File: src/rtl/content_length_deframer_macros.svh
// ----------------------------------------------------------------------------
// Assertion macros for the content-length deframer
// Shared concurrent assertion forms, clocked on clk and disabled in reset.
// ----------------------------------------------------------------------------
`ifndef CONTENT_LENGTH_DEFRAMER_MACROS_SVH
`define CONTENT_LENGTH_DEFRAMER_MACROS_SVH

// Same-cycle implication.
`define CLD_ASSERT_NOW(lbl, ante, cons) \
  lbl: assert property (@(posedge clk) disable iff (rst) (ante) |-> (cons)) \
    else $error("deframer check failed");

// Next-cycle implication.
`define CLD_ASSERT_NEXT(lbl, ante, cons) \
  lbl: assert property (@(posedge clk) disable iff (rst) (ante) |=> (cons)) \
    else $error("deframer check failed");

`endif

File: src/rtl/cld_pkg.sv
// ----------------------------------------------------------------------------
// Content-length deframer package
// Types, constants and the header key table shared by the deframer modules.
// ----------------------------------------------------------------------------
`default_nettype none

package cld_pkg;

  localparam int LENGTH_BITS_DEFAULT = 32;
  localparam int OUT_LENGTH_BITS = 32;
  localparam int KEY_LEN = 15;

  localparam logic [7:0] CH_CR = 8'h0D;
  localparam logic [7:0] CH_LF = 8'h0A;
  localparam logic [7:0] CH_TAB = 8'h09;
  localparam logic [7:0] CH_SP = 8'h20;

  typedef enum logic [2:0] {
    VP_KEY,
    VP_BLANK,
    VP_DIGITS,
    VP_DONE,
    VP_EMPTY
  } value_phase_t;

  typedef struct packed {
    logic [7:0] byte_out;
    logic is_body;
    logic hdr_end;
    logic frame_last;
    logic header_bad;
    logic [OUT_LENGTH_BITS-1:0] body_length;
  } cld_result_t;

  function automatic logic [7:0] key_char(input logic [3:0] idx);
    logic [7:0] ch;
    case (idx)
      4'd0: ch = "c";
      4'd1: ch = "o";
      4'd2: ch = "n";
      4'd3: ch = "t";
      4'd4: ch = "e";
      4'd5: ch = "n";
      4'd6: ch = "t";
      4'd7: ch = "-";
      4'd8: ch = "l";
      4'd9: ch = "e";
      4'd10: ch = "n";
      4'd11: ch = "g";
      4'd12: ch = "t";
      4'd13: ch = "h";
      4'd14: ch = ":";
      default: ch = 8'h00;
    endcase
    return ch;
  endfunction

endpackage

`default_nettype wire

File: src/rtl/content_length_deframer.sv
// ----------------------------------------------------------------------------
// Content-length deframer
// Splits a byte stream into header and body messages framed by a
// content-length header field, tagging every byte with its role.
//
// The slave channel takes one raw byte per transaction on s_tdata. The master
// channel returns exactly one transaction per input byte: the byte itself, the
// parsed body length on a good header end, a body/header flag, header-end and
// bad-header flags in m_tuser, and m_tlast on the last byte of a good frame.
// A header whose length field is missing, has no digits or does not fit in
// LENGTH_BITS is reported bad on its final LF and only that header is dropped.
// m_tvalid rises in the cycle after input acceptance. Throughput is one
// byte per cycle while m_tready holds high, set by the single output register
// after the parse logic. When the receiver stalls, the output register holds
// its transaction and s_tready falls until m_tready returns. Reset clears all
// parse state: the block starts in the header search phase with no pending output.
// ----------------------------------------------------------------------------
`default_nettype none
`include "content_length_deframer_macros.svh"

module content_length_deframer #(
  parameter int LENGTH_BITS = cld_pkg::LENGTH_BITS_DEFAULT
) (
  input  wire logic clk,
  input  wire logic rst,
  input  wire logic s_tvalid,
  output logic s_tready,
  input  wire logic [7:0] s_tdata,   // [7:0] data_byte
  output logic m_tvalid,
  input  wire logic m_tready,
  output logic [39:0] m_tdata,       // [7:0] byte_out, [39:8] body_length
  output logic [2:0] m_tuser,        // [0] is_body, [1] hdr_end, [2] header_bad
  output logic m_tlast               // frame_last
);

  logic accept;
  cld_pkg::cld_result_t result;
  cld_pkg::cld_result_t out_reg;

  assign s_tready = !m_tvalid || m_tready;
  assign accept = s_tvalid && s_tready;

  cld_core #(
    .LENGTH_BITS(LENGTH_BITS)
  ) u_core (
    .clk(clk),
    .rst(rst),
    .accept(accept),
    .data_byte(s_tdata),
    .result(result)
  );

  always_ff @(posedge clk) begin
    if (rst) begin
      m_tvalid <= 1'b0;
    end else if (accept) begin
      m_tvalid <= 1'b1;
    end else if (m_tready) begin
      m_tvalid <= 1'b0;
    end
  end

  always_ff @(posedge clk) begin
    if (accept) begin
      out_reg <= result;
    end
  end

  assign m_tdata = {out_reg.body_length, out_reg.byte_out};
  assign m_tuser = {out_reg.header_bad, out_reg.hdr_end, out_reg.is_body};
  assign m_tlast = out_reg.frame_last;

  `CLD_ASSERT_NOW(a_bad_at_end, m_tvalid && m_tuser[2], m_tuser[1])
  `CLD_ASSERT_NOW(a_end_not_body, m_tvalid && m_tuser[1], !m_tuser[0])
  `CLD_ASSERT_NOW(a_bad_no_frame, m_tvalid && m_tuser[2], !m_tlast && m_tdata[39:8] == 32'd0)
  `CLD_ASSERT_NEXT(a_accept_shows, s_tvalid && s_tready, m_tvalid)

endmodule

`default_nettype wire

File: src/rtl/cld_core.sv
// ----------------------------------------------------------------------------
// Content-length deframer parse core
// Holds the header and body state and classifies one byte per transaction.
// ----------------------------------------------------------------------------
`default_nettype none

module cld_core #(
  parameter int LENGTH_BITS = cld_pkg::LENGTH_BITS_DEFAULT
) (
  input  wire logic clk,
  input  wire logic rst,
  input  wire logic accept,
  input  wire logic [7:0] data_byte,
  output cld_pkg::cld_result_t result
);

  logic in_body;
  logic in_body_next;
  logic [3:0] key_idx;
  logic [3:0] key_idx_next;
  cld_pkg::value_phase_t value_phase;
  cld_pkg::value_phase_t value_phase_next;
  logic [LENGTH_BITS-1:0] length_value;
  logic [LENGTH_BITS-1:0] length_value_next;
  logic overflow_seen;
  logic overflow_seen_next;
  logic [1:0] term_count;
  logic [1:0] term_count_next;
  logic [LENGTH_BITS-1:0] body_remaining;
  logic [LENGTH_BITS-1:0] body_remaining_next;

  logic [7:0] folded;
  logic is_digit;
  logic [LENGTH_BITS+3:0] product;
  logic product_ovf;
  logic term_hit;
  cld_pkg::value_phase_t vp_scan;
  logic [LENGTH_BITS-1:0] lv_scan;
  logic ovf_scan;
  logic [63:0] length_wide;

  always_comb begin
    folded = data_byte;
    if (data_byte inside {[8'h41:8'h5A]}) begin
      folded = data_byte | 8'h20;
    end
  end

  assign is_digit = data_byte inside {[8'h30:8'h39]};
  assign product = ({4'b0, length_value} << 3) + ({4'b0, length_value} << 1)
                 + (LENGTH_BITS+4)'(data_byte[3:0]);
  assign product_ovf = |product[LENGTH_BITS+3:LENGTH_BITS];
  assign term_hit = (data_byte == cld_pkg::CH_LF) && (term_count == 2'd3);
  assign length_wide = 64'(lv_scan);

  always_comb begin
    in_body_next = in_body;
    key_idx_next = key_idx;
    term_count_next = term_count;
    body_remaining_next = body_remaining;
    vp_scan = value_phase;
    lv_scan = length_value;
    ovf_scan = overflow_seen;

    value_phase_next = value_phase;
    length_value_next = length_value;
    overflow_seen_next = overflow_seen;

    result.byte_out = data_byte;
    result.is_body = 1'b0;
    result.hdr_end = 1'b0;
    result.frame_last = 1'b0;
    result.header_bad = 1'b0;
    result.body_length = '0;

    if (in_body) begin
      result.is_body = 1'b1;
      if (body_remaining != '0) begin
        body_remaining_next = body_remaining - 1'b1;
      end
      if (body_remaining <= LENGTH_BITS'(1)) begin
        result.frame_last = 1'b1;
        in_body_next = 1'b0;
      end
    end else begin
      case (value_phase)
        cld_pkg::VP_KEY: begin
          if (folded == cld_pkg::key_char(key_idx)) begin
            if (key_idx == 4'(cld_pkg::KEY_LEN - 1)) begin
              vp_scan = cld_pkg::VP_BLANK;
              key_idx_next = '0;
            end else begin
              key_idx_next = key_idx + 1'b1;
            end
          end else if (folded == cld_pkg::key_char(4'd0)) begin
            key_idx_next = 4'd1;
          end else begin
            key_idx_next = '0;
          end
        end
        cld_pkg::VP_BLANK: begin
          if (is_digit) begin
            vp_scan = cld_pkg::VP_DIGITS;
            if (!overflow_seen) begin
              if (product_ovf) begin
                ovf_scan = 1'b1;
              end else begin
                lv_scan = product[LENGTH_BITS-1:0];
              end
            end
          end else if (data_byte != cld_pkg::CH_SP && data_byte != cld_pkg::CH_TAB) begin
            vp_scan = cld_pkg::VP_EMPTY;
          end
        end
        cld_pkg::VP_DIGITS: begin
          if (is_digit) begin
            if (!overflow_seen) begin
              if (product_ovf) begin
                ovf_scan = 1'b1;
              end else begin
                lv_scan = product[LENGTH_BITS-1:0];
              end
            end
          end else begin
            vp_scan = cld_pkg::VP_DONE;
          end
        end
        default: begin
        end
      endcase

      if (data_byte == cld_pkg::CH_LF && term_count == 2'd1) begin
        term_count_next = 2'd2;
      end else if (data_byte == cld_pkg::CH_CR) begin
        term_count_next = (term_count == 2'd2) ? 2'd3 : 2'd1;
      end else begin
        term_count_next = 2'd0;
      end

      value_phase_next = vp_scan;
      length_value_next = lv_scan;
      overflow_seen_next = ovf_scan;

      if (term_hit) begin
        result.hdr_end = 1'b1;
        if (vp_scan == cld_pkg::VP_DONE && !ovf_scan) begin
          result.body_length = length_wide[cld_pkg::OUT_LENGTH_BITS-1:0];
          if (lv_scan == '0) begin
            result.frame_last = 1'b1;
          end else begin
            in_body_next = 1'b1;
            body_remaining_next = lv_scan;
          end
        end else begin
          result.header_bad = 1'b1;
        end
        key_idx_next = '0;
        value_phase_next = cld_pkg::VP_KEY;
        length_value_next = '0;
        overflow_seen_next = 1'b0;
        term_count_next = 2'd0;
      end
    end
  end

  always_ff @(posedge clk) begin
    if (rst) begin
      in_body <= 1'b0;
      key_idx <= '0;
      value_phase <= cld_pkg::VP_KEY;
      length_value <= '0;
      overflow_seen <= 1'b0;
      term_count <= 2'd0;
      body_remaining <= '0;
    end else if (accept) begin
      in_body <= in_body_next;
      key_idx <= key_idx_next;
      value_phase <= value_phase_next;
      length_value <= length_value_next;
      overflow_seen <= overflow_seen_next;
      term_count <= term_count_next;
      body_remaining <= body_remaining_next;
    end
  end

endmodule

`default_nettype wire
File: config.mk
export PLATFORM = sky130hd
export DESIGN_NAME = content_length_deframer
export DESIGN_NICKNAME = d
export VERILOG_FILES = /design/src/rtl/cld_pkg.sv /design/src/rtl/content_length_deframer.sv /design/src/rtl/cld_core.sv
export VERILOG_INCLUDE_DIRS = /design/src /design/src/rtl
export SDC_FILE = /design/constraint.sdc
export NUM_CORES = 1
export LEC_CHECK = 0
export BUFFER_PORTS_ARGS = -buffer_cell sky130_fd_sc_hd__buf_4
export CAP_MARGIN = 10
export CORE_AREA = 2 2 162 196
export DETAILED_ROUTE_END_ITERATION = 12
export DIE_AREA = 0 0 164 198
export PLACE_DENSITY = 0.46
export SYNTH_ARGS = -nofsm -noshare
export SYNTH_HDL_FRONTEND = slang
export SYNTH_SLANG_ARGS = --single-unit
File: constraint.sdc
create_clock -name clk -period 6.4 [get_ports clk]
set_input_delay 0.96 -clock clk [delete_from_list [all_inputs] [get_ports clk]]
set_output_delay 0.96 -clock clk [all_outputs]
set_load 0.02 [all_outputs]
After elaboration in Yosys (flattened, before gate mapping)
Memory sizes are Yosys's and may differ from the RTL's. A register that Yosys moved wholly into a read port is not among the register bits.
Index checks and enable logic that the tools add are counted.
Widths: inputs -> output; s select.
{"block": "totals", "in_bits": 12, "memories": 1, "word_cells": 120, "register_bits": 120, "output_inout_bits": 46, "rom_bits": 112}
{"block": "classes", "mux": 54, "n_bitwise": 3, "add_sub_neg": 4, "n_lt_le_gt_ge": 5, "n_eq_ne": 15, "n_reduce_logical": 24}
{"name": "(name not given)", "words": 16, "word_bits": 7, "read_ports": 1, "rd_clocked_by_memory_dff": 1, "wr": 0, "line_no": "cld_pkg.sv:37", "rtl": "case (idx)"}
{"cell": "$mux 32", "n": 12}
{"cell": "$add 35x33->36", "n": 1}
{"cell": "$add 36x4->36", "n": 1}
{"cell": "$mux 35", "n": 1}
{"cell": "$le 32x1->1 const B", "n": 1}
{"cell": "$logic_not 32->1", "n": 1}
{"cell": "$reduce_bool 32->1", "n": 1}
{"cell": "$sub 32x1->32 const B", "n": 1}
{"cell": "$mux 4", "n": 6}
{"cell": "$mux 3", "n": 7}
{"cell": "$mux 1", "n": 20}
{"cell": "$eq 8x4->1 const B", "n": 2}
{"cell": "$mux 8", "n": 2}
{"cell": "$pmux 3 s3", "n": 1}
{"cell": "$eq 8x7->1 const B", "n": 1}
{"cell": "$eq 8x8->1", "n": 1}
{"cell": "$ge 8x6->1 const B", "n": 1}
{"cell": "$ge 8x7->1 const B", "n": 1}
{"cell": "$le 8x6->1 const B", "n": 1}
{"cell": "$le 8x7->1 const B", "n": 1}
{"cell": "$mux 2", "n": 4}
{"cell": "$ne 8x4->1 const B", "n": 1}
{"cell": "$ne 8x6->1 const B", "n": 1}
{"cell": "$reduce_bool 2->1", "n": 4}
{"cell": "20 further kinds", "n": 32}

Longest topological paths before layout
{"block": "depth", "word_depth": 13, "depth_mapped": 18, "depth_no_buf": 15}

Hierarchy
Synthesis repeated with hierarchy kept, for this count alone.
{"block": "hier_totals", "cells_unflattened": 1076, "hier_area_um2": 8973.6}
{"module": "cld_core", "seq_area_each_um2": 1641.6, "n_inst": 1, "cells_per_inst": 1027, "area_each_um2": 7597.3}
{"module": "content_length_deframer", "seq_area_each_um2": 1341.3, "n_inst": 1, "cells_per_inst": 49, "area_each_um2": 1376.3}

Worst setup path after synthesis
OpenSTA, ideal clock, no wires.
{"block": "synth_path", "path_type": "input to register", "startpoint": "in s_tdata[3]", "endpoint": "reg u_core.body_remaining[31]", "cell_stages": 16, "arrival_time_ns": 4.961, "t_required_ns": 6.266, "setup_ns": 0.134, "path_slack_ns": 1.305, "path_buffers": 1, "path_cell_list": "clkbuf_1 -> inv_1 -> fa_1 -> inv_1 -> ha_1 -> a21oi_1 -> or3b_1 -> a2111o_1 -> a21boi_1 -> mux2i_1 -> a31oi_1 -> or4b_1 -> or4_4 -> nand4_1 -> a31o_1 -> a31oi_1"}
{"block": "synth_via", "elab_chain_len": 11, "elab_cells_between_ends": 43, "classes_between": "1 x add/sub; 4 x order compare; 6 x eq/ne; 21 x mux; 11 x reduce/logical"}
{"element": "start, declared", "line_no": "content_length_deframer.sv:28", "rtl": "input wire logic [7:0] s_tdata,"}
{"element": "parallel branches: the longest is 11 deep, another holds $add 36x4->36"}
{"element": "end signal, assigned", "line_no": "cld_core.sv:182", "rtl": "body_remaining <= body_remaining_next;"}
{"element": "end, declared", "line_no": "cld_core.sv:29", "rtl": "logic [LENGTH_BITS-1:0] body_remaining;"}
Parallel ways; which one is timed is not known. The select of a mux whose other input is x is not followed.
A chain may end at the register's enable or synchronous reset.

Worst setup path in the final report
{"block": "layout_path", "startpoint": "in s_tdata[3]", "endpoint": "reg u_core.body_remaining[13]"}
Same word-level chain as after synthesis.

==> results list <==
* Overall routed net length: between 20 and 30 mm
- Post-CTS repair timing setup buffer count: 0
* Root Driver: clkbuf_16
* Layout cells sized above 1: between 10% and 20%
* Buffers added on ports: between 50 and 60
* Hold violation total from the final report: 0
- In this run, post-CTS repair resized a total of 0 instances.
- CTS Hold Buffers Added: 0
- Clock transition at the register clock pins on the worst setup and hold paths after CTS: approximately 0.060 ns
* First-pass GRT wire length: approximately 46 mm
* Number of synthesized register bits: about 130
* Number of routed nets with antenna violations: 0
- Relative to the synthesized area, the layout overhead comes to 15.4%.
- Most numerous cell in the Yosys netlist: nor2_1
* Aggregate global routing overflow: 0
* Vias in the first global route: roughly 8.2k
- Worst rel slew slack: between 30% and 40%
* Depth of the CTS H-tree: 4
- Most area-hungry cell type in the Yosys netlist: dfxtp_1
- After synthesis, the largest area contributor takes up about 18% of total cell area.
- After synthesis, the most frequently instantiated cells are nor2_1, nand2_1, a21oi_1.
- TritonCTS built the clock tree.
* Post-detailed-placement half-perimeter wirelength: 22.4 mm
- The number of antenna violations at the first check in global routing is 2.
- Number of different library cells in the post-synthesis netlist: 80
* Final worst path period need: roughly 5.0 ns
- The clock passes through at most 2 buffers.
- Summing over every cut layer, the via total after detailed routing is 8408.
- Power per standard cell area: 192 nW/um^2
* Clock Sink Count: 127
- In this run, CTS created clock tree buffers numbering 17.
* Post-synthesis async set-or-reset flop share: 0%
* Number of max-slew violations in the final report: 0
- In this run the static leakage power is 4.10 nW.
- WP data required: approximately 6.7 ns
- Depth of the most critical reg-to-reg path: 16
- At the end of routability-driven placement, the weighted congestion stood at between 0.8 and 0.9.
- For this configuration, the core starts out at a cell density of between 20 and 30%.
- Final clock skew: 0.0106 ns
- Of the total power, the share spent switching nets is 23.6%.
- Pin count of the biggest net entering global routing: a little under 70
- The die is ~200 um tall.
- DRT Pass-1 Iters: 5
- Int Power: approximately 1.5 mW
* Warnings, synthesis: 0
* CP startpoint kind: input pin
* Sequential cell area fraction in the yosys report: about a third
- After the last flow step, the layout net total stands at 1226.
- Net Count, Synth: 1196
* Power share of the sequential group: around 42%
- Cells fill ~34% of the core in the end.
* Class of the tightest hold or removal check: reg2reg
- Power share of the combinational group: roughly 5.3%
- Final setup TNS: 0 ns
* Area of the die: approximately 32000 um^2
* Die width: 164 um
* Average detailed-routed wire length per instance: about 19 um
* Clock share of power: a little over half
- Actual transition at the worst max-transition pin: a little over 0.9 ns
* Routed via count divided by cell count: between 5 and 6
* Top Ports: a little under 60
* Core Region: approximately 31000 um^2
* Count of maximum capacitance violations: 0
- Leading post-synthesis cells by cell area: dfxtp_1, edfxtp_1, ha_1, nor2_1, a21oi_1
- Critical path class: in2reg
- In the finished design, the share of the clock period the worst path needs comes to 77.9%.
- Later-pin clock latency in the skew report: 0.43 ns
* Syn_area_per_cell: ~8 um^2
- Total setup violations reported at the end of the flow: 0
* Number of cell rows: approximately 70
- Filler Cell Count: 3221
- Overall power consumption: slightly above 2 mW
- Derived from the worst setup path, the maximum achievable clock frequency is between 0.2 and 0.25 GHz.
* Arrival @ worst endpoint: about 5.3 ns
- Status: complete, no violations
- Counting instances, the worst hold path has a depth of 2.
* Worst setup EP type: register
- Synthesized netlist cell count: around 1.1k
* Number of design rule violations left after detail routing: 0
* Area of the mapped netlist: about 9000 um^2
* Primary FF master, synth: dfxtp_1
- After the first detailed-routing iteration, the DRC count stood at ~630.
* Maximum VDD drop: around 170 uV
- Across every metal layer, demand over resource in global routing totals 18.5%.
- In this run the power spent charging and discharging nets is around 0.48 mW.
- The synthesized design contains 44 enable-type register cells.
- Max Fanout on Critical Path: 29
- RSZ-0062 raised after global routing: no
[cells by family after synthesis]
family          Yosys count  share of synthesized area, %
mux                      37                          4.21
flops                   127                          32.8
buf+inv                  88                          4.16
xor+xnor                 32                          3.09
fa+ha+maj                74                          10.4
compound gates          328                          23.4
simple gates            424                          21.9
[worst max-delay path, stage by stage]
cell and delay [ns]:
buf_4 0.14, inv_1 0.12, fa_1 0.55, inv_1 0.07, fa_1 0.48, a211oi_2 0.28
o211ai_1 0.14, nand2_1 0.20, a211oi_1 0.15, a211oi_2 0.27, xnor2_1 0.16, or4_4 0.65
a21o_1 0.26, a21oi_2 0.12, buf_4 0.34, o21ai_1 0.12, a32o_1 0.28
[flip-flops by register name, indices dropped and copies added, names as in the netlist, named ones only]
name	flops
u_core.in_body	1
u_core.term_count	2
m_tdata	40
u_core.overflow_seen	1
m_tvalid	1
m_tuser	3
u_core.body_remaining	32
u_core.key_idx	4
u_core.length_value	32
m_tlast	1
u_core.value_phase	3
[per-layer routing]
layer  track usage [%]  up-vias  routed length (um)
met5                 0        -                  13
met4              5.88        2                 631
met3              2.91       43                1400
met2              30.4      193               14100
met1              24.7     4038               13300
li1                  -     4132                   -
[cell type report]
type	instances	area, um^2	share of cell area, %
antenna	1	2.50	0.0239
clock buffer	17	425	4.06
clock inverter	15	208	1.98
inverter	29	109	1.04
multi-input combinational	895	5730	54.6
sequential	127	2980	28.5
tap	401	502	4.79
timing repair buffer	70	526	5.01
[power groups by stage]
stage          sequential [mW]  clock [mW]  combinational, mW
6_report                 0.855        1.05              0.107
2_1_floorplan            0.890           0             0.0400
4_1_cts                  0.856        1.07              0.109
5_1_grt                  0.856        1.11              0.116
3_5_place_dp             0.873           0              0.109
3_3_place_gp             0.873           0              0.109
[per-stage QoR]
stage | cells | hold WS (ns) | worst slack (ns) | area, um^2
final | 1555 | 0.480 | 1.42 | 10500
after detailed placement | 1522 | 0.470 | 0.986 | 9850
after floorplan | 1110 | 0.441 | 1.30 | 9080
after CTS | 1554 | 0.481 | 1.42 | 10500
after global routing | 1554 | 0.502 | 1.12 | 10500
after global placement | 1522 | 0.472 | 1.02 | 9850
[cell usage in the layout (no fill, tap or decap), types with 27 or more instances in the layout]
cell      count
ha_1         72
o21ai_0      44
buf_4        70
edfxtp_1     44
inv_1        27
nor3_1       28
mux2i_1      27
o21ai_1      29
dfxtp_1      82
nand2_1     112
nor2_1      154
a21oi_1     111
[final timing paths]
path	start	to	slack, ns
setup reg to reg	u_core.length_value[0]	u_core.body_remaining[13]	1.68
hold reg to reg	u_core.body_remaining[18]	u_core.body_remaining[18]	0.48
hold / removal	u_core.body_remaining[18]	u_core.body_remaining[18]	0.48
setup / recovery	s_tdata[3]	u_core.body_remaining[13]	1.42
No activity file was read; power rests on OpenSTA's default activity.
